==> src/hdl/pkst_pkg.sv <==
// ----------------------------------------------------------------------------
// pkst_pkg
// shared types and constants of the pair key signature table
// ----------------------------------------------------------------------------
package pkst_pkg;

  localparam int unsigned ENTRIES_DEF     = 64;
  localparam int unsigned ID_BITS_DEF     = 16;
  localparam int unsigned HANDLE_BITS_DEF = 16;

  localparam int unsigned CMD_W    = 2;
  localparam int unsigned KEY_W    = 16;
  localparam int unsigned HDL_W    = 16;
  localparam int unsigned STATUS_W = 3;

  localparam logic [CMD_W-1:0] CMD_INSERT = 2'd0;
  localparam logic [CMD_W-1:0] CMD_ERASE  = 2'd1;
  localparam logic [CMD_W-1:0] CMD_LOOKUP = 2'd2;

  typedef enum logic [STATUS_W-1:0] {
    ST_NEW    = 3'd0,
    ST_ACTIVE = 3'd1,
    ST_REACT  = 3'd2,
    ST_ERASED = 3'd3,
    ST_MISS   = 3'd4,
    ST_FULL   = 3'd5
  } pkst_status_e;

  typedef struct packed {
    logic [CMD_W-1:0] cmd;
    logic [KEY_W-1:0] key_first;
    logic [KEY_W-1:0] key_second;
    logic             swap_key;
    logic [HDL_W-1:0] elem_handle;
  } pkst_req_t;

  typedef struct packed {
    logic [HDL_W-1:0]    result_handle;
    logic [STATUS_W-1:0] status;
  } pkst_res_t;

  // control broadcast to every cell
  typedef struct packed {
    logic             cmp;
    logic             upd;
    logic [CMD_W-1:0] cmd;
    logic             hit_any;
  } pkst_ctrl_t;

  // hit information passed from cell to cell
  typedef struct packed {
    logic hit;
    logic active;
  } pkst_link_t;

endpackage

==> src/hdl/pkst_cell.sv <==
// ----------------------------------------------------------------------------
// pkst_cell
// one table slot: stored key pair, handle, active and used marks, key compare
// ----------------------------------------------------------------------------
module pkst_cell
  import pkst_pkg::*;
#(
  parameter int unsigned ID_BITS     = ID_BITS_DEF,
  parameter int unsigned HANDLE_BITS = HANDLE_BITS_DEF
) (
  input  logic                   clk_i,
  input  logic                   rst_ni,
  input  pkst_ctrl_t             ctrl_i,
  input  logic [ID_BITS-1:0]     key1_i,
  input  logic [ID_BITS-1:0]     key2_i,
  input  logic [HANDLE_BITS-1:0] handle_i,
  input  logic                   prev_used_i,
  input  pkst_link_t             link_i,
  input  logic [HANDLE_BITS-1:0] link_handle_i,
  output logic                   used_o,
  output pkst_link_t             link_o,
  output logic [HANDLE_BITS-1:0] link_handle_o
);

  logic [ID_BITS-1:0]     key1_q;
  logic [ID_BITS-1:0]     key2_q;
  logic [HANDLE_BITS-1:0] handle_q, handle_d;
  logic                   active_q, active_d;
  logic                   used_q, used_d;
  logic                   match_q, match_d;
  logic                   alloc;
  logic                   key_we;
  logic                   handle_we;

  // first never-used slot
  assign alloc = !used_q && prev_used_i;

  always_comb begin
    match_d   = match_q;
    active_d  = active_q;
    used_d    = used_q;
    key_we    = 1'b0;
    handle_we = 1'b0;
    if (ctrl_i.cmp) begin
      match_d = used_q && (key1_q == key1_i) && (key2_q == key2_i);
    end
    if (ctrl_i.upd) begin
      if (ctrl_i.cmd == CMD_INSERT) begin
        if (match_q && !active_q) begin
          active_d  = 1'b1;
          handle_we = 1'b1;
        end else if (!ctrl_i.hit_any && alloc) begin
          active_d  = 1'b1;
          used_d    = 1'b1;
          key_we    = 1'b1;
          handle_we = 1'b1;
        end
      end else if (ctrl_i.cmd == CMD_ERASE) begin
        if (match_q) begin
          active_d = 1'b0;
        end
      end
    end
    handle_d = handle_we ? handle_i : handle_q;
  end

  always_ff @(posedge clk_i or negedge rst_ni) begin
    if (!rst_ni) begin
      match_q  <= 1'b0;
      active_q <= 1'b0;
      used_q   <= 1'b0;
    end else begin
      match_q  <= match_d;
      active_q <= active_d;
      used_q   <= used_d;
    end
  end

  always_ff @(posedge clk_i) begin
    if (key_we) begin
      key1_q <= key1_i;
      key2_q <= key2_i;
    end
    handle_q <= handle_d;
  end

  assign used_o        = used_q;
  assign link_o.hit    = match_q ? 1'b1 : link_i.hit;
  assign link_o.active = match_q ? active_q : link_i.active;
  assign link_handle_o = match_q ? handle_q : link_handle_i;

endmodule

==> src/hdl/pair_key_signature_table.sv <==
// ----------------------------------------------------------------------------
// pair_key_signature_table
// associative table keyed by a pair of class identifiers
// ----------------------------------------------------------------------------
// A command is taken when start is high and busy is low. Every command passes
// through the accepting edge, which registers the request, the compare state,
// which registers the key compare in every cell, and the update state, which
// resolves the hit along the row of cells, writes the slot and registers the
// answer. done_o marks the result for exactly one cycle right after that, and
// the receiver cannot hold it off; busy is high in the compare and update
// states, so a new command can be accepted in the cycle its predecessor's
// result shows. The length of the hit chain through all ENTRIES cells sets
// the update path. There is no clearing pass after reset; the table is usable
// at once.
module pair_key_signature_table
  import pkst_pkg::*;
#(
  parameter int unsigned ENTRIES     = ENTRIES_DEF,
  parameter int unsigned ID_BITS     = ID_BITS_DEF,
  parameter int unsigned HANDLE_BITS = HANDLE_BITS_DEF
) (
  input  logic      clk_i,
  input  logic      rst_ni,
  input  logic      start,
  output logic      busy,
  input  pkst_req_t req_i,
  output logic      done_o,
  output pkst_res_t res_o
);

  localparam logic [1:0] S_IDLE = 2'd0;
  localparam logic [1:0] S_CMP  = 2'd1;
  localparam logic [1:0] S_UPD  = 2'd2;

  logic [1:0]             state_q, state_d;
  logic [CMD_W-1:0]       cmd_q;
  logic [ID_BITS-1:0]     key1_q, key2_q;
  logic [HANDLE_BITS-1:0] hdl_q;
  logic                   done_q, done_d;
  pkst_res_t              res_q, res_d;
  logic                   accept;
  logic [ID_BITS-1:0]     key_a, key_b;

  pkst_ctrl_t             ctrl;
  pkst_link_t             link_w [ENTRIES+1];
  logic [HANDLE_BITS-1:0] lhdl_w [ENTRIES+1];
  logic [ENTRIES:0]       used_w;
  logic                   full;

  assign accept = start && !busy;
  assign busy   = (state_q != S_IDLE);
  assign key_a  = ID_BITS'(req_i.key_first);
  assign key_b  = ID_BITS'(req_i.key_second);

  always_comb begin
    state_d = state_q;
    case (state_q)
      S_IDLE: if (accept) state_d = S_CMP;
      S_CMP:  state_d = S_UPD;
      S_UPD:  state_d = S_IDLE;
      default: state_d = S_IDLE;
    endcase
  end

  always_ff @(posedge clk_i or negedge rst_ni) begin
    if (!rst_ni) begin
      state_q <= S_IDLE;
      done_q  <= 1'b0;
    end else begin
      state_q <= state_d;
      done_q  <= done_d;
    end
  end

  always_ff @(posedge clk_i) begin
    if (accept) begin
      cmd_q  <= req_i.cmd;
      key1_q <= req_i.swap_key ? key_b : key_a;
      key2_q <= req_i.swap_key ? key_a : key_b;
      hdl_q  <= HANDLE_BITS'(req_i.elem_handle);
    end
    res_q <= res_d;
  end

  // cell row
  assign ctrl.cmp     = (state_q == S_CMP);
  assign ctrl.upd     = (state_q == S_UPD);
  assign ctrl.cmd     = cmd_q;
  assign ctrl.hit_any = link_w[ENTRIES].hit;

  assign link_w[0] = '0;
  assign lhdl_w[0] = '0;
  assign used_w[0] = 1'b1;

  for (genvar i = 0; i < ENTRIES; i++) begin : g_cell
    pkst_cell #(
      .ID_BITS     (ID_BITS),
      .HANDLE_BITS (HANDLE_BITS)
    ) u_cell (
      .clk_i         (clk_i),
      .rst_ni        (rst_ni),
      .ctrl_i        (ctrl),
      .key1_i        (key1_q),
      .key2_i        (key2_q),
      .handle_i      (hdl_q),
      .prev_used_i   (used_w[i]),
      .link_i        (link_w[i]),
      .link_handle_i (lhdl_w[i]),
      .used_o        (used_w[i+1]),
      .link_o        (link_w[i+1]),
      .link_handle_o (lhdl_w[i+1])
    );
  end

  assign full = used_w[ENTRIES];

  always_comb begin
    done_d              = ctrl.upd;
    res_d.result_handle = '0;
    res_d.status        = ST_MISS;
    case (cmd_q)
      CMD_INSERT: begin
        if (link_w[ENTRIES].hit && link_w[ENTRIES].active) begin
          res_d.result_handle = HDL_W'(lhdl_w[ENTRIES]);
          res_d.status        = ST_ACTIVE;
        end else if (link_w[ENTRIES].hit) begin
          res_d.result_handle = HDL_W'(hdl_q);
          res_d.status        = ST_REACT;
        end else if (!full) begin
          res_d.result_handle = HDL_W'(hdl_q);
          res_d.status        = ST_NEW;
        end else begin
          res_d.status = ST_FULL;
        end
      end
      CMD_ERASE: begin
        if (link_w[ENTRIES].hit) res_d.status = ST_ERASED;
      end
      CMD_LOOKUP: begin
        if (link_w[ENTRIES].hit && link_w[ENTRIES].active) begin
          res_d.result_handle = HDL_W'(lhdl_w[ENTRIES]);
          res_d.status        = ST_ACTIVE;
        end
      end
      default: res_d.status = ST_MISS;
    endcase
  end

  assign done_o = done_q;
  assign res_o  = res_q;

`ifndef SYNTHESIS
  a_accept_cmp: assert property (@(posedge clk_i) disable iff (!rst_ni)
    accept |=> (state_q == S_CMP))
    else $error("accepted transfer did not start compare");

  a_cmp_upd: assert property (@(posedge clk_i) disable iff (!rst_ni)
    (state_q == S_CMP) |=> (state_q == S_UPD))
    else $error("compare not followed by update");

  a_upd_done: assert property (@(posedge clk_i) disable iff (!rst_ni)
    (state_q == S_UPD) |=> (done_o && !busy))
    else $error("update not followed by result transfer");

  a_done_src: assert property (@(posedge clk_i) disable iff (!rst_ni)
    done_o |-> ($past(state_q) == S_UPD))
    else $error("result strobe without update");

  a_used_prefix: assert property (@(posedge clk_i) disable iff (!rst_ni)
    $onehot({1'b0, used_w} + {{(ENTRIES+1){1'b0}}, 1'b1}))
    else $error("used slots are not a prefix");
`endif

endmodule

==> config.mk <==
export PLATFORM = sky130hd
export DESIGN_NAME = pair_key_signature_table
export DESIGN_NICKNAME = d
export VERILOG_FILES = /design/src/hdl/pkst_pkg.sv /design/src/hdl/pkst_cell.sv /design/src/hdl/pair_key_signature_table.sv
export SDC_FILE = /design/constraint.sdc
export NUM_CORES = 2
export LEC_CHECK = 0
export BUFFER_PORTS_ARGS = -buffer_cell sky130_fd_sc_hd__buf_2
export CAP_MARGIN = 20
export CORE_ASPECT_RATIO = 0.75
export CORE_MARGIN = 1.5
export CORE_UTILIZATION = 62
export DETAILED_ROUTE_END_ITERATION = 8
export MAX_ROUTING_LAYER = met4
export PLACE_DENSITY = 0.78
export SYNTH_ARGS = -nofsm -noshare
export SYNTH_HDL_FRONTEND = slang
export SYNTH_SLANG_ARGS = --single-unit
==> constraint.sdc <==
create_clock -name clk_i -period 10.6 [get_ports clk_i]
set_clock_uncertainty 0.1 [all_clocks]
set_input_delay 1.06 -clock clk_i [delete_from_list [all_inputs] [get_ports clk_i]]
set_output_delay 1.06 -clock clk_i [all_outputs]
set_load 0.005 [all_outputs]
Word-level counts from Yosys, hierarchy flattened

Index checks and enable logic that the tools add are counted.

Register bits: 3336
Input bits: 54
Output and inout port bits: 21
Logic and storage cells: 2272

Eq/ne operators: 197
Multiplexer cells: 972
Bitwise gates (word level): 64
Reduce and logical (&&, ||, !) cells: 647

Operators with widths:

| kind                                                            | count |
|---|---|
| 16-bit == test                                                  | 128 |
| 16-bit two-way mux                                              | 67 |
| 1-bit two-way mux                                               | 896 |
| 4-bit AND reduction                                             | 128 |
| 1-bit logical AND                                               | 321 |
| 3-bit by 1-bit != test with 1-bit output, second input constant | 63 |
| 2-bit nonzero test                                              | 66 |
| 1-bit logical NOT                                               | 130 |
| 1-bit inverter                                                  | 64 |
| 19-bit two-way mux                                              | 3 |
| 16-bit case mux with 2 select lines                             | 1 |
| 3-bit case mux with 3 select lines                              | 1 |
| 3-bit two-way mux                                               | 2 |
| 2-bit by 1-bit == test with 1-bit output, second input constant | 2 |
| 2-bit == test, second input constant                            | 2 |
| 2-bit logical NOT                                               | 2 |
| 2-bit case mux with 2 select lines                              | 1 |
| 3-bit != test, second input constant                            | 1 |
| 2-bit two-way mux                                               | 1 |
| 2-bit != test, second input constant                            | 1 |

Longest topological paths before layout

Depth after elaboration: 70
Gate-level depth with buffers: 13
Mapped depth without buffers: 8

Hierarchy

A second synthesis with hierarchy kept.

Cells, all modules: 8276
Area total of the unflattened synthesis: 140076.8 sq um

Modules (own cells, without submodules):

| module                   | times used | cells each | area each (sq um) | sequential area each (sq um) |
|---|---|---|---|---|
| pkst_cell                | 64         | 127        | 2147.1            | 1516.5 |
| pair_key_signature_table | 1          | 148        | 2665.1            | 1956.9 |

Least setup slack after synthesis

OpenSTA, ideal clock, no wires.

Path kind: flip-flop to flip-flop
Start: register g_cell[3].u_cell.match_q
End: register g_cell[0].u_cell.key1_q[0], enable pin
Library setup time: 0.425 ns
Data arrival time: 3.542 ns
Data required time: 10.075 ns
Slack: 6.533 ns
Stages on the path, launching flop included: 10
Buffers on the path: 4
Period minus slack after synthesis: 4.067 ns
Cells stage by stage: dfrtp_1 buf_6 or2_1 buf_2 or3_1 nor4_2 and3_1 buf_2 clkbuf_1 nor2b_1

Word-level cells in the longest chain between the ends: 67

RTL lines:

| item                              | line            | source |
|---|---|---|
| start: declaration                | pkst_cell.sv:30 | `logic match_q, match_d;` |
| start signal: assignment          | pkst_cell.sv:73 | `match_q <= match_d;` |
| 1-bit two-way mux (61 in series)  | pkst_cell.sv:88 | `assign link_o.hit = match_q ? 1'b1 : link_i.hit;` |
| 1-bit logical NOT                 | pkst_cell.sv:52 | `end else if (!ctrl_i.hit_any && alloc) begin` |
| 1-bit logical AND                 | pkst_cell.sv:52 |  |
| 1-bit two-way mux                 | pkst_cell.sv:52 |  |
| 1-bit two-way mux                 | pkst_cell.sv:49 | `if (match_q && !active_q) begin` |
| 1-bit two-way mux                 | pkst_cell.sv:48 | `if (ctrl_i.cmd == CMD_INSERT) begin` |
| 1-bit two-way mux                 | pkst_cell.sv:47 | `if (ctrl_i.upd) begin` |
| named net g_cell[0].u_cell.key_we | pkst_cell.sv:32 | `logic key_we;` |
| end signal: assignment            | pkst_cell.sv:81 | `key1_q <= key1_i;` |
| end: declaration                  | pkst_cell.sv:25 | `logic [ID_BITS-1:0] key1_q;` |

The timed path passes the listed nets, and every way through them passes these cells.
A chain may end at the register's enable or synchronous reset.

Final worst setup path

Start: register g_cell[16].u_cell.match_q
End: register g_cell[56].u_cell.key2_q[4], enable pin

Word-level cells in the longest chain between the ends: 54

RTL lines:

| item                               | line            | source |
|---|---|---|
| start: declaration                 | pkst_cell.sv:30 |  |
| start signal: assignment           | pkst_cell.sv:73 |  |
| 1-bit two-way mux (48 in series)   | pkst_cell.sv:88 |  |
| 1-bit logical NOT                  | pkst_cell.sv:52 |  |
| 1-bit logical AND                  | pkst_cell.sv:52 |  |
| 1-bit two-way mux                  | pkst_cell.sv:52 |  |
| 1-bit two-way mux                  | pkst_cell.sv:49 |  |
| 1-bit two-way mux                  | pkst_cell.sv:48 |  |
| 1-bit two-way mux                  | pkst_cell.sv:47 |  |
| named net g_cell[56].u_cell.key_we | pkst_cell.sv:32 |  |
| end signal: assignment             | pkst_cell.sv:82 | `key2_q <= key2_i;` |
| end: declaration                   | pkst_cell.sv:26 | `logic [ID_BITS-1:0] key2_q;` |

The timed path passes the listed nets, and every way through them passes these cells.

==> flow_metrics.tcl <==
set metrics [dict create \
    syn_area_mm2 0.136 \
    rrSetupSlack_ps 5060 \
    setup_viol 0 \
    grt_use_met3 0.0891 \
    fin_total_pwr_mw 27.8 \
    cts_setup_buffers 0 \
    synthTopCellsByArea "edfxtp_1, xor2_1, xnor2_1" \
    fin_util 0.696 \
    clock_sinks 3336 \
    crit_type "reg2reg" \
    fp.dieH_um 408 \
    dieArea_mm2 0.222 \
    relSlewSlack 0.0984 \
    vdd_drop_max_v 0.000206 \
    max_stage_delay_ps 1010 \
    grt_pass1_vias 75700 \
    end_kind "flip-flop" \
    area_delta_synth_final_pct 11.6 \
    port_buffers 74 \
    fp.coreArea_mm2 0.217 \
    synth.distinct_cells 89 \
    leakage_nw 49.9 \
    grt_use_met1 0.505 \
    clk_latency_ps 890 \
    ys_top_cells_by_count "edfxtp_1, xor2_1, xnor2_1" \
    grt_busiest_layer "met1" \
    antenna_found_initial 12 \
    synth-edff-count 3122 \
    fmax_mhz 180 \
    ys_ff_latch 3336 \
    r2r_end "g_cell[56].u_cell.key2_q[4]" \
    avgSynthCellArea_um2 15.9 \
    io_pins 75 \
    path_cells "nor3_1 -> nand4_1 -> nor4_1 -> and3_2 -> buf_4 -> nand3_1 -> nor2_2 -> buf_4" \
    synth_top_flop_cell "edfxtp_1" \
    hold_viol_final 0 \
    fp-row-count 148 \
    start_util 0.624 \
    drt_first_pass_iters 6 \
    min_path_type "in2async" \
    finalCritPeriodShare 0.523 \
    critPathLaunch "g_cell[16].u_cell.match_q" \
    nets 8824 \
    yosysMostFrequentCell "edfxtp_1" \
    holdWs_ps 32.8 \
    gr-usage-met2 0.494 \
    worstSetupEndpoint "g_cell[56].u_cell.key2_q[4]" \
    crit_top_cell "buf_4" \
    die_w_um 543 \
    critPathMaxFanout 27 \
    status "finished, final reports clean" \
    max_cap_violations 0 \
    ctsResizeCount 0 \
    syn_inst 8521 \
    arrival_ps 5980 \
    min_period_ps 5540 \
    drcViolationCount 0 \
    dr.first_iter.drc_count 12300 \
    wl_per_cell_um 32.1 \
    cts_buffer_depth 4 \
    clk_pin_slew_worst_paths_ps 70 \
    synthArstFlopShare 0.0585 \
    final_max_slew_viol_count 0 \
    viasPerCell 6.65 \
    grt_usage 0.355 \
    fillers 13600 \
    drtAntennaViolNets 0 \
    grt_setup_unrepaired "false" \
    place.detailed.hpwl_um 231000 \
    cts_tree "built" \
    yosysTopAreaCell "edfxtp_1" \
    cp-start-kind "flip-flop" \
    vias 79600 \
    required_ps 11040 \
    cts_root_buf "clkbuf_16" \
    htreeDepth 5 \
    grt_overflow_total 0 \
    synth_top_area_frac 0.691 \
    holdBufCountCts 0 \
    grt_pass1_wl_um 547000 \
    layout-drive-gt1-share 0.115 \
    synth-seq-area-share 0.730 \
    worst_pin_slew_ps 1350 \
    crit_slowest_cell "nor3_1" \
    postSynthNetCount 8575 \
    grt_max_degree 110 \
    tns_ps 0 \
    routed_wl_um 384000 \
    reg2reg_from "g_cell[16].u_cell.match_q" \
    gp_congestion 1.03 \
    powerDensity_mw_per_mm2 184 \
    rr_worst_depth 8 \
    cts_inserted_buffers 314 \
    ys_warn_count 0 \
]
[cells by family (layout without fill, tap and decap cells)]
logic type / count (synthesis) / in the layout / share of synthesized area
XOR/XNOR: 2048 / 2048 / 0.132
AO/OA/AOI/OAI: 1053 / 1053 / 0.0543
flip-flops: 3336 / 3336 / 0.730
buffers and inverters: 492 / 997 / 0.0144
multiplexers: 35 / 35 / 0.00290
other: 0 / 14 / 0
AND/OR/NAND/NOR: 1557 / 1557 / 0.0661
[metal layers]
| metal | vias up | routed length [µm] | share of wire |
|---|---|---|---|
| li1 | 33000 | - | - |
| met3 | 847 | 50800 | 0.13 |
| met1 | 40200 | 148000 | 0.39 |
| met2 | 5509 | 166000 | 0.43 |
| met4 | 0 | 18400 | 0.048 |
| met5 | - | 0 | 0 |
[metrics by stage]
| step | instances | area, µm² | setup WS [ps] |
|---|---|---|---|
| floorplan | 8521 | 136000 | 6530 |
| global placement | 11400 | 141000 | 5420 |
| detailed placement | 11400 | 141000 | 5390 |
| CTS | 11900 | 151000 | 5340 |
| global route | 12000 | 151000 | 5000 |
| finish | 12000 | 151000 | 5060 |
[layout make-up]
class	instances	area, µm²	area share
well taps	2925	3660	0.0242
multi-input cells	4693	35000	0.231
clock inverters	159	1700	0.0112
clock buffers	413	8640	0.0571
repair buffers	379	3100	0.0205
inverters	46	175	0.00116
flip-flops and latches	3336	99000	0.654
diodes	14	35.0	0.000232
[power breakdown]
part	internal [mW]	switching, mW
clock	6.51	4.88
sequential	14.6	0.0719
combinational	0.458	1.27
[critical path: cells and delay by family (launching register included)]
family | cells | cell delay [ps]
buf+inv | 2 | 1000
flops | 1 | 720
simple gates | 6 | 3350
[placed cells by master (no fill, tap or decap), types with 32 or more instances in the layout]
cell	instances
edfxtp_1	3122
xor2_1	1382
xnor2_1	666
nor4_1	393
clkbuf_16	323
nand4_1	304
buf_4	263
a21oi_1	225
dfrtp_1	195
o22ai_1	159
nand2b_1	157
nor2_1	142
o21ai_0	135
a221oi_1	121
nor3_1	99
nand2_1	96
nand3_1	84
buf_2	78
nand3b_1	73
clkbuf_1	68
o221ai_1	61
nor2_2	60
clkinv_2	57
clkinv_1	54
a221o_1	40
a22o_1	39
nor2b_1	37
mux2_2	34
buf_12	33
inv_1	32
[sequential cells by signal, summed over array words and instances (netlist names)]
signal                  cells
key1_q                     16
state_q                     2
res_o                      19
g_cell.u_cell.match_q      64
g_cell.u_cell.key1_q     1024
g_cell.u_cell.active_q     64
g_cell.u_cell.handle_q   1024
g_cell.u_cell.used_o       64
key2_q                     16
cmd_q                       2
hdl_q                      16
done_o                      1
g_cell.u_cell.key2_q     1024
[how the worst min path moves through the flow]
| stage | startpoint | to | slack [ps] |
|---|---|---|---|
| 5_1_grt | rst_ni | state_q[1] | 40 |
| 2_1_floorplan | state_q[0] | done_o | 340 |
| 3_5_place_dp | g_cell[38].u_cell.active_q | g_cell[38].u_cell.active_q | 410 |
| 4_1_cts | rst_ni | g_cell[62].u_cell.active_q | 10 |
| 3_3_place_gp | g_cell[60].u_cell.active_q | g_cell[60].u_cell.active_q | 400 |
| 6_report | rst_ni | g_cell[62].u_cell.active_q | 30 |
Note: power is estimated with default switching activity, not from simulation.
